==> config.mk <==
export PLATFORM = sky130hd
export DESIGN_NAME = bcta_cfg
export DESIGN_NICKNAME = d
export VERILOG_FILES = /design/src/sv/bcta_pkg.sv /design/src/sv/bcta_div.sv /design/src/sv/bcta_cfg.sv
export SDC_FILE = /design/constraint.sdc
export NUM_CORES = 1
export LEC_CHECK = 0
export ABC_CLOCK_PERIOD_IN_PS = 7190
export BUFFER_PORTS_ARGS = -buffer_cell sky130_fd_sc_hd__buf_2
export CORE_UTILIZATION = 50
export DETAILED_ROUTE_END_ITERATION = 8
export GPL_TIMING_DRIVEN = 0
export HOLD_SLACK_MARGIN = 0.03
export PLACE_DENSITY = 0.66
export SYNTH_ARGS = -nofsm -noshare
export SYNTH_HDL_FRONTEND = slang
export SYNTH_SLANG_ARGS = --single-unit
==> constraint.sdc <==
create_clock -name clk -period 7.19 [get_ports clk]
set_clock_uncertainty 0.15 [all_clocks]
set_input_delay 1.0785 -clock clk [delete_from_list [all_inputs] [get_ports clk]]
set_output_delay 1.0785 -clock clk [all_outputs]
set_load 0.05 [all_outputs]
==> src/sv/bcta_pkg.sv <==
// shared constants, codes and types for the bounds-checked tensor access block
// no dependencies
package bcta_pkg;

    localparam int CFG_W       = 13;
    localparam int PLANE_W     = 2 * CFG_W;
    localparam int IDX_W       = 32;
    localparam int DATA_W      = 64;
    localparam int RANK_W      = 2;
    localparam int STATUS_W    = 2;
    localparam int REG_IDX_W   = 2;
    localparam int STORE_DEPTH = 4096;
    localparam int STORE_AW    = (STORE_DEPTH > 1) ? $clog2(STORE_DEPTH) : 1;

    localparam logic [REG_IDX_W-1:0] REG_ELEMENT_COUNT = 2'd0;
    localparam logic [REG_IDX_W-1:0] REG_ROW_COUNT     = 2'd1;
    localparam logic [REG_IDX_W-1:0] REG_COLUMN_COUNT  = 2'd2;

    localparam logic CMD_READ  = 1'b0;
    localparam logic CMD_WRITE = 1'b1;

    localparam logic [RANK_W-1:0] RANK_LINEAR = 2'd1;
    localparam logic [RANK_W-1:0] RANK_MATRIX = 2'd2;
    localparam logic [RANK_W-1:0] RANK_CUBE   = 2'd3;

    localparam logic [STATUS_W-1:0] STATUS_OK      = 2'd0;
    localparam logic [STATUS_W-1:0] STATUS_RD_OOB  = 2'd1;
    localparam logic [STATUS_W-1:0] STATUS_WR_OOB  = 2'd2;
    localparam logic [STATUS_W-1:0] STATUS_UNUSED  = 2'd3;

    // shape registers plus the values derived from them
    typedef struct packed {
        logic [CFG_W-1:0] element_count;
        logic [CFG_W-1:0] row_count;
        logic [CFG_W-1:0] column_count;
        logic [CFG_W-1:0] columns;
        logic [CFG_W-1:0] pages;
        logic [CFG_W-1:0] plane_lo;
    } shape_t;

endpackage

==> src/sv/bcta_div.sv <==
// restoring divider, one quotient bit per cycle
// depends on bcta_pkg
module bcta_div (
    input  logic                       clk,
    input  logic                       rst_n,
    input  logic                       load,
    input  logic [bcta_pkg::CFG_W-1:0]   dividend,
    input  logic [bcta_pkg::PLANE_W-1:0] divisor,
    output logic [bcta_pkg::CFG_W-1:0]   quotient,
    output logic                       active
);
    import bcta_pkg::*;

    localparam int CNT_W = $clog2(CFG_W + 1);

    logic [CNT_W-1:0]   cnt_reg;
    logic [PLANE_W-1:0] rem_reg;
    logic [CFG_W-1:0]   quo_reg;
    logic [PLANE_W-1:0] div_reg;
    logic [PLANE_W:0]   shifted;
    logic [PLANE_W:0]   diff;
    logic               fits;

    assign shifted  = {rem_reg, quo_reg[CFG_W-1]};
    assign diff     = shifted - {1'b0, div_reg};
    assign fits     = (shifted >= {1'b0, div_reg});
    assign quotient = quo_reg;
    assign active   = (cnt_reg != '0);

    always_ff @(posedge clk or negedge rst_n)
    begin
        if (!rst_n)
        begin
            cnt_reg <= '0;
        end
        else if (load)
        begin
            cnt_reg <= CNT_W'(CFG_W);
        end
        else if (active)
        begin
            cnt_reg <= cnt_reg - 1'b1;
        end
    end

    always_ff @(posedge clk)
    begin
        if (load)
        begin
            rem_reg <= '0;
            quo_reg <= dividend;
            div_reg <= divisor;
        end
        else if (active)
        begin
            rem_reg <= fits ? diff[PLANE_W-1:0] : shifted[PLANE_W-1:0];
            quo_reg <= {quo_reg[CFG_W-2:0], fits};
        end
    end

endmodule

==> src/sv/bcta_cfg.sv <==
// shape registers and derivation of column and page counts
// depends on bcta_pkg and bcta_div
module bcta_cfg (
    input  logic                         clk,
    input  logic                         rst_n,
    input  logic                         wr_en,
    input  logic [bcta_pkg::REG_IDX_W-1:0] wr_index,
    input  logic [bcta_pkg::CFG_W-1:0]     wr_data,
    output bcta_pkg::shape_t             shape,
    output logic                         busy
);
    import bcta_pkg::*;

    localparam logic [1:0] ST_IDLE = 2'd0;
    localparam logic [1:0] ST_MUL  = 2'd1;
    localparam logic [1:0] ST_LOAD = 2'd2;
    localparam logic [1:0] ST_DIV  = 2'd3;

    logic [1:0]         state_reg;
    logic [1:0]         state_next;
    logic [CFG_W-1:0]   elem_reg;
    logic [CFG_W-1:0]   rows_reg;
    logic [CFG_W-1:0]   cols_cfg_reg;
    logic [CFG_W-1:0]   columns_reg;
    logic [CFG_W-1:0]   pages_reg;
    logic [PLANE_W-1:0] plane_reg;
    logic               reg_hit;
    logic               div_load;
    logic [CFG_W-1:0]   col_quo;
    logic [CFG_W-1:0]   page_quo;
    logic               col_active;
    logic               page_active;

    assign reg_hit  = wr_en && (wr_index == REG_ELEMENT_COUNT || wr_index == REG_ROW_COUNT ||
                                wr_index == REG_COLUMN_COUNT);
    assign div_load = (state_reg == ST_LOAD);
    assign busy     = (state_reg != ST_IDLE);

    bcta_div u_col_div (
        .clk      (clk),
        .rst_n    (rst_n),
        .load     (div_load),
        .dividend (elem_reg),
        .divisor  ({{(PLANE_W-CFG_W){1'b0}}, rows_reg}),
        .quotient (col_quo),
        .active   (col_active)
    );

    bcta_div u_page_div (
        .clk      (clk),
        .rst_n    (rst_n),
        .load     (div_load),
        .dividend (elem_reg),
        .divisor  (plane_reg),
        .quotient (page_quo),
        .active   (page_active)
    );

    always_comb
    begin
        state_next = state_reg;
        case (state_reg)
            ST_IDLE: state_next = ST_IDLE;
            ST_MUL:  state_next = ST_LOAD;
            ST_LOAD: state_next = ST_DIV;
            ST_DIV:  state_next = (col_active || page_active) ? ST_DIV : ST_IDLE;
            default: state_next = ST_IDLE;
        endcase
        // a new write to a mapped shape register restarts the derivation
        if (reg_hit)
        begin
            state_next = ST_MUL;
        end
    end

    always_ff @(posedge clk or negedge rst_n)
    begin
        if (!rst_n)
        begin
            state_reg    <= ST_IDLE;
            elem_reg     <= '0;
            rows_reg     <= '0;
            cols_cfg_reg <= '0;
            columns_reg  <= '0;
            pages_reg    <= '0;
            plane_reg    <= '0;
        end
        else
        begin
            state_reg <= state_next;
            if (wr_en)
            begin
                case (wr_index)
                    REG_ELEMENT_COUNT: elem_reg     <= wr_data;
                    REG_ROW_COUNT:     rows_reg     <= wr_data;
                    REG_COLUMN_COUNT:  cols_cfg_reg <= wr_data;
                    default:           ;
                endcase
            end
            if (state_reg == ST_MUL)
            begin
                plane_reg <= rows_reg * cols_cfg_reg;
            end
            if (state_reg == ST_DIV && !col_active && !page_active && !reg_hit)
            begin
                columns_reg <= (rows_reg != '0) ? col_quo : '0;
                pages_reg   <= (plane_reg != '0) ? page_quo : '0;
            end
        end
    end

    assign shape.element_count = elem_reg;
    assign shape.row_count     = rows_reg;
    assign shape.column_count  = cols_cfg_reg;
    assign shape.columns       = columns_reg;
    assign shape.pages         = pages_reg;
    assign shape.plane_lo      = plane_reg[CFG_W-1:0];

endmodule

* Word level (Yosys, flattened, before mapping)
Index checks and enable logic that the tools add are counted.
** Word-level totals
- Logic and storage cells :: 64
- Input bits :: 18
- Output and inout bits :: 79
- Bits in registers :: 218
** Operators by class
- Order comparisons :: 2
- Multiply operators :: 1
- Equality and inequality tests :: 5
- Reduce and logical (&&, ||, !) cells :: 22
- Muxes and demuxes :: 15
- $add $sub $neg :: 4
** Operators by type and width (number)
- 2-to-1 mux 13 bit :: 6
- 2-to-1 mux 26 bit :: 2
- greater-or-equal comparator 27 x 13 -> 1 bit :: 1
- greater-or-equal comparator 27 x 26 -> 1 bit :: 1
- multiplier 13 x 13 -> 26 bit :: 1
- nonzero test 26 bit :: 1
- subtractor 26 x 13 -> 26 bit :: 1
- subtractor 26 bit :: 1
- 2-to-1 mux 4 bit :: 4
- nonzero test 13 bit :: 1
- case mux 2 bit (4 select lines) :: 1
- nonzero test 4 bit :: 2
- subtractor 4 x 1 -> 4 bit, second input constant :: 2
- equality test 2 bit, second input constant :: 3
- AND reduction 2 bit :: 3
- nonzero test 2 bit :: 3
- equality test 2 x 1 -> 1 bit, second input constant :: 2
- logical AND 1 bit :: 4
- zero test 2 bit :: 2
- 2-to-1 mux 2 bit :: 2
- zero test 1 bit :: 3
- logical OR 1 bit :: 3

* Longest topological paths before layout
Gate-level depths: netlist of the first run.
- Depth after elaboration :: 6
- Mapped depth :: 23
- Mapped depth without buffers :: 21

* By module
From an unflattened synthesis of the first run, not the netlist that was laid out.
** Second synthesis, totals
- Cell total of the unflattened synthesis :: 1879
- Area total of the unflattened synthesis :: 17949.7 µm²
** By module, submodules not included
- bcta_cfg :: instances 1, area an instance 9334.0 µm², cells an instance 975, seq. area each 2327.2 µm²
- bcta_div :: instances 2, area an instance 4307.9 µm², cells an instance 452, seq. area each 1791.7 µm²

* Worst setup path after synthesis of the first run
OpenSTA, ideal clock, no wires.
- Kind :: reg2reg
- Start point :: reg rows_reg[0]
- End point :: reg plane_reg[25]
- Arrival :: 5.804 ns
- Buffers on the path :: 2
- Clock period less this slack :: 6.039 ns
- Stages on the path, launching flop included :: 20
- Setup slack :: 1.151 ns
- Required time :: 6.954 ns
- Setup time :: 0.086 ns
- Cells stage by stage :: dfrtp_1 clkbuf_1 nand2_1 fa_1 fa_1 inv_1 fa_1 fa_1 inv_1 fa_1 inv_1 ha_1 clkbuf_1 a21oi_1 nor2_1 o21ai_0 a31oi_1 a31oi_1 or4b_2 a32oi_1
** On the way
- Longest elaborated chain between the ends :: 1
** RTL lines
- from (decl) :: RTL line bcta_cfg.sv:22 : logic [CFG_W-1:0] rows_reg;
- from (signal assigned) :: RTL line bcta_cfg.sv:95 : REG_ROW_COUNT: rows_reg <= wr_data;
- multiplier 13 x 13 -> 26 bit :: RTL line bcta_cfg.sv:102 : plane_reg <= rows_reg * cols_cfg_reg;
- to (signal assigned) :: RTL line bcta_cfg.sv:102
- to (decl) :: RTL line bcta_cfg.sv:26 : logic [PLANE_W-1:0] plane_reg;
No other way between the ends.
A chain may end at the register's enable or synchronous reset.

* Worst setup path in the final report of the first run
- Start point :: reg rows_reg[6]
- End point :: reg plane_reg[25]
The elaborated chain is that of the path after synthesis.

==> flow_summary_export.csv, run 1 <==
group,metric,value,unit
grt,grt_pass1_wl,68000,microns
timing,drv_slew,0,
clock_network,ctsHoldBuffers,0,
final_layout,instances_no_fill,2339,
routing,routed_wirelength,41800,microns
die,chipWidth,183,microns
routing,drt_iter0_drc,846,
synthesis,syn_nets,2015,
flow_run,drv_cap,0,
grt,grt_overflow_total,0,
final_layout,fillers,2929,
timing,setup_slack,616,ps
timing,hold_viol,0,
routing,detail-route-antenna-nets,0,
worst_setup_path,cp.arrival,6860,ps
routing,via_per_inst,5.48,
place,gp_congestion,0.951,
place,port_buffers,96,
grt,grt_max_degree,72,
clock_network,cts_root_buf,"clkbuf_16",
grt,track_usage,25.7,%
clock_network,tritoncts,"built",
timing,finalCriticalPeriod,6570,ps
synthesis,yosysSeqAreaShare,33.7,%
die,start_util,51.4,%
final_layout,drive_gt1_share,11.3,%
timing,rsz0062_at_grt,"false",
clock_network,clkTransAtPathRegs,60,ps
worst_setup_path,startpoint_type,"register",
timing,clock.fmax,0.152,GHz
final_layout,nets,2140,
routing,drc,0,
worst_setup_path,crit_path_end_kind,"register",
synthesis,ys_types,68,
place,placed_cell_area,17500,sq um
synthesis,ys_ff_latch,218,
clock_network,clock_sinks,218,
die,rows,65,
final_layout,area_growth_syn_to_layout,11.6,%
synthesis,synth_edf_count,65,
timing,slew_headroom,22.3,%
routing,dr.pass1.iters,5,
clock_network,cts.repair.resized,0,
timing,tightest_slew,1160,ps
synthesis,async_reset_ff_share,46.3,%
synthesis,synth.avg_cell_area,9.32,sq um
die,fp.dieH,183,microns
synthesis,yosysWarnings,0,
clock_network,clock_latency,540,ps
routing,drt-wirelength-per-cell,17.9,microns
worst_setup_path,crit_type,"register to register",
synthesis,synth_area,16400,sq um
timing,finalCritPeriodShare,91.4,%
clock_network,cts_max_path_buffers,3,
place,hpwl,32700,microns
clock_network,postCtsSetupBuffers,0,
synthesis,synthCells,1760,
final_layout,diodes,0,
routing,vias,12800,
final_layout,design_area,18300,sq um
place,dp_slack,664,ps
worst_setup_path,required,7480,ps
timing,finalSetupViolCount,0,
grt,antenna_found_initial,0,
die,ioPinCount,97,
timing,setup_tns,0,ps
die,core-area,31900,sq um
die,die_area,33500,sq um
status,outcome,"complete, no violations",
worst_setup_path,crit_path_max_fanout,10,
clock_network,cts_made_buffers,25,
clock_network,cts_htree_levels,1,
hold_path,hp-class,"register to register",
synthesis,ys.flop_type,"dfrtp_1",
place,dp.cells,2293,
grt,grt_pass1_vias,12800,
-- worst max-delay path, cell delays in order, from the launching register on --
cell and delay [ps]:
dfrtp_1 660, clkbuf_1 470, nand2_1 150, fa_1 520, fa_1 540, inv_1 60, fa_1 460, fa_1 540
inv_1 50, fa_1 520, inv_1 40, ha_1 260, clkbuf_1 260, a21oi_1 110, nor2_1 140, o21ai_0 120
a31oi_1 310, a31oi_1 230, or4b_2 650, a32oi_1 200
-- logic make-up (layout without fill, tap and decap cells) --
| kind of cell | count (synthesis) | count (layout) | synth area share (%) |
|---|---|---|---|
| AOI/OAI and AO/OA | 314 | 314 | 12.0 |
| DFF | 218 | 218 | 33.7 |
| muxes | 53 | 53 | 3.59 |
| adders and majority gates | 237 | 237 | 23.7 |
| buffers and inverters | 323 | 467 | 7.74 |
| and+or+nand+nor | 556 | 556 | 16.2 |
| xor gates and xnor gates | 59 | 59 | 3.15 |
-- synthesized netlist by cell type (4+ instances only) --
cell,count,share of area [%]
xor2_1,27,1.4
nor2_1,66,1.5
o21ai_0,88,2.7
o21ai_1,12,0.37
clkbuf_1,66,1.5
a21oi_1,80,2.4
a311oi_1,7,0.37
buf_4,13,0.60
a21o_1,16,0.73
or2_2,6,0.23
ha_1,114,8.7
or3_1,12,0.46
nand3_1,12,0.37
nor2b_1,10,0.38
fa_1,123,15
mux2_2,45,3.1
and3_1,8,0.31
edfxtp_1,65,12
o21bai_1,9,0.41
mux2i_1,7,0.43
buf_2,6,0.18
o211ai_1,9,0.41
o211a_1,5,0.31
a211oi_1,18,0.82
buf_1,7,0.16
and2_1,88,3.4
nand4_1,14,0.53
o21a_1,9,0.41
nor3_1,24,0.73
dfxtp_1,52,6.3
nand3b_1,4,0.18
a31oi_1,18,0.69
xnor2_1,32,1.7
nor4_1,12,0.46
dfrtp_1,101,15
nand2_1,274,6.3
a22o_1,13,0.69
nand2b_1,8,0.31
inv_1,231,5.3
-- metrics by stage --
| stage | util, % | hold WS, ps |
|---|---|---|
| 2_1_floorplan | - | 292 |
| 4_1_cts | 57.4 | 309 |
| 5_1_grt | 57.4 | 335 |
| 6_report | 57.4 | 323 |
| 3_3_place_gp | 54.6 | 308 |
| 3_5_place_dp | 54.8 | 308 |
-- routing by layer --
layer / part of all wire (%) / track usage [%] / up-vias
met5: 0 / 0 / -
met4: 2.5 / 7.83 / 0
met3: 4.9 / 3.38 / 60
met2: 47 / 41.9 / 319
met1: 45 / 35.7 / 6340
li1: - / - / 6108
-- final timing paths --
path,slack (ps),depth (start not counted),from,to
worst min register to register,320,0,plane_reg[15],u_page_div.div_reg[15]
worst max register to register,620,19,rows_reg[6],plane_reg[25]
worst max-delay path,620,19,rows_reg[6],plane_reg[25]
max in group asynchronous,5790,2,rst_n,plane_reg[5]
worst min-delay path,320,0,plane_reg[15],u_page_div.div_reg[15]
min in group asynchronous,350,1,rst_n,u_col_div.cnt_reg[3]
-- cell type report --
type	instances	area [sq um]	area share, %
Buffer	92	403	2.20
Clock buffer	38	714	3.90
Clock inverter	8	114	0.622
Inverter	231	867	4.74
Multi-Input combinational cell	1219	9610	52.5
Sequential cell	218	5520	30.2
Tap cell	435	544	2.97
Timing Repair Buffer	98	531	2.90
-- cells in the final DEF (no fill, tap or decap), types with 24 or more instances in the layout --
cell and count:
buf_2 101, clkbuf_16 25, inv_1 231, clkbuf_1 74, and2_1 88, nand2_1 274, nor2_1 66, dfxtp_1 52
dfrtp_1 101, mux2_2 45, edfxtp_1 65, fa_1 123, a21oi_1 80, xnor2_1 32, xor2_1 27, o21ai_0 88
ha_1 114, nor3_1 24
Power of run 1 is not shown: default switching activity piles up to over one toggle a cycle in this logic, so the estimate is an artifact.
==> run 2: changes to the inputs <==
--- a/config.mk
+++ b/config.mk
@@ -7,9 +7,10 @@
 export LEC_CHECK = 0
 export ABC_CLOCK_PERIOD_IN_PS = 7190
 export BUFFER_PORTS_ARGS = -buffer_cell sky130_fd_sc_hd__buf_2
+export CORE_ASPECT_RATIO = 1.5
 export CORE_UTILIZATION = 50
 export DETAILED_ROUTE_END_ITERATION = 8
-export GPL_TIMING_DRIVEN = 0
+export GPL_TIMING_DRIVEN = 1
 export HOLD_SLACK_MARGIN = 0.03
 export PLACE_DENSITY = 0.66
 export SYNTH_ARGS = -nofsm -noshare
==> run 2 against run 1 <==
  * Global-route usage is 0.31 points higher
  * Maximum frequency is 6.3% higher
  * Non-clock buffer count is 83 lower
  * Largest cell class unchanged
==> flow_summary_export.csv, run 2 (synthesis gave the netlist of run 1 again) <==
group,metric,value,unit
status,outcome,"complete, no violations",
timing,finalCriticalPeriod,6180,ps
routing,routed_wirelength,41800,microns
final_layout,design_area,17900,sq um
timing,setup_tns,0,ps
die,ioPinCount,97,
place,hpwl,31900,microns
routing,drc,0,
clock_network,postCtsSetupBuffers,0,
final_layout,drive_gt1_share,11.4,%
worst_setup_path,path_cells,"nand2_1 -> fa_1 -> inv_1 -> fa_1 -> fa_1 -> fa_1 -> inv_1 -> fa_1 -> inv_1 -> ha_1 -> and3_1 -> and2_1 -> a311oi_1 -> a21oi_1 -> a21oi_1 -> o21ai_0 -> a21oi_1 -> xor2_1 -> o21ai_0",
clock_network,cts.repair.resized,0,
final_layout,fillers,2930,
place,placed_cell_area,17100,sq um
routing,drt-wirelength-per-cell,18.8,microns
clock_network,cts_root_buf,"clkbuf_16",
hold_path,hp-class,"register to register",
final_layout,area_growth_syn_to_layout,8.99,%
timing,hold_viol,0,
worst_setup_path,critPathSlowestCell,"dfrtp_1",
worst_setup_path,required,7440,ps
worst_setup_path,reg2reg_from,"rows_reg[5]",
grt,grt_pass1_wl,67500,microns
timing,holdWs,323,ps
die,fp.dieH,224,microns
timing,finalSetupViolCount,0,
clock_network,clock_latency,540,ps
clock_network,clkTransAtPathRegs,70,ps
place,port_buffers,96,
die,chipWidth,150,microns
final_layout,nets,2055,
worst_setup_path,cp-endpoint,"plane_reg[22]",
clock_network,cts_made_buffers,23,
grt,grt_max_degree,77,
place,gp_congestion,1.00,
clock_network,cts_max_path_buffers,3,
routing,detail-route-antenna-nets,0,
clock_network,ctsHoldBuffers,0,
clock_network,clock_sinks,218,
final_layout,final_common_cell,"nand2_1",
grt,antenna_found_initial,0,
timing,drv_slew,0,
worst_setup_path,worst_path_most_repeated_cell,"fa_1",
worst_setup_path,crit_start,"rows_reg[5]",
place,dp_slack,1100,ps
routing,dr.pass1.iters,7,
final_layout,final_cell_mix,"274 x nand2_1, 230 x inv_1, 123 x fa_1",
timing,clock.fmax,0.162,GHz
die,rows,80,
grt,grt_overflow_total,0,
timing,rsz0062_at_grt,"false",
die,core-area,32000,sq um
worst_setup_path,cp.arrival,6430,ps
routing,vias,12500,
clock_network,tritoncts,"built",
routing,via_per_inst,5.60,
grt,grt_pass1_vias,12700,
worst_setup_path,crit_path_end_kind,"register",
grt,track_usage,26.0,%
die,die_area,33500,sq um
timing,slew_headroom,30.3,%
worst_setup_path,crit_path_max_fanout,17,
worst_setup_path,reg2reg_slack,1010,ps
worst_setup_path,startpoint_type,"register",
timing,tightest_slew,1040,ps
worst_setup_path,worstReg2RegEnd,"plane_reg[22]",
hold_path,min_delay_path_depth,2,
worst_setup_path,rr_worst_depth,19,
timing,finalCritPeriodShare,86.0,%
clock_network,cts_htree_levels,1,
timing,setup_slack,1010,ps
die,start_util,51.2,%
worst_setup_path,crit_path_max_incr_delay,740,ps
routing,drt_iter0_drc,668,
worst_setup_path,crit_type,"register to register",
final_layout,diodes,0,
flow_run,drv_cap,0,
-- run 2: area by class of cell --
cell class                      instances  area (sq um)  area share [%]
Tap cell                              410           513            2.87
Multi-Input combinational cell       1219          9630            53.9
Timing Repair Buffer                  107           566            3.16
Inverter                              231           867            4.85
Clock buffer                           32           651            3.64
Sequential cell                       218          5520            30.9
Clock inverter                         10           128           0.714
-- run 2: worst min path at each step --
stage	start	endpoint	slack, ps
global route	u_page_div.rem_reg[8]	u_page_div.rem_reg[8]	350
detailed placement	u_col_div.rem_reg[7]	u_col_div.rem_reg[7]	320
floorplan	plane_reg[14]	u_page_div.div_reg[14]	290
finish	u_col_div.rem_reg[7]	u_col_div.rem_reg[7]	320
global placement	columns_reg[8]	columns_reg[8]	310
CTS	u_col_div.rem_reg[7]	u_col_div.rem_reg[7]	320
-- run 2: critical path: cells and delay by family, from the launching register on --
kind | cells | cell delay (ps)
AOI/OAI and AO/OA | 6 | 1190
xor gates and xnor gates | 1 | 150
adders and majority gates | 6 | 3090
buffers and inverters | 3 | 140
DFF | 1 | 740
and+or+nand+nor | 3 | 560
-- run 2: layer usage --
layer | vias to the layer above | global-route usage, % | wire length (microns)
met5 | - | 0 | 0
met4 | 0 | 16.6 | 2890
met3 | 113 | 2.48 | 1690
met2 | 329 | 45.3 | 21200
met1 | 6113 | 30.4 | 16000
li1 | 5913 | - | -
-- run 2: metrics by stage --
stage               instances  utilization, %
finish                   2227            55.8
global placement         2185            53.4
detailed placement       2185            53.4
global route             2227            55.8
CTS                      2227            55.8
floorplan                1760               -
Power of run 2 is left out for the same reason.
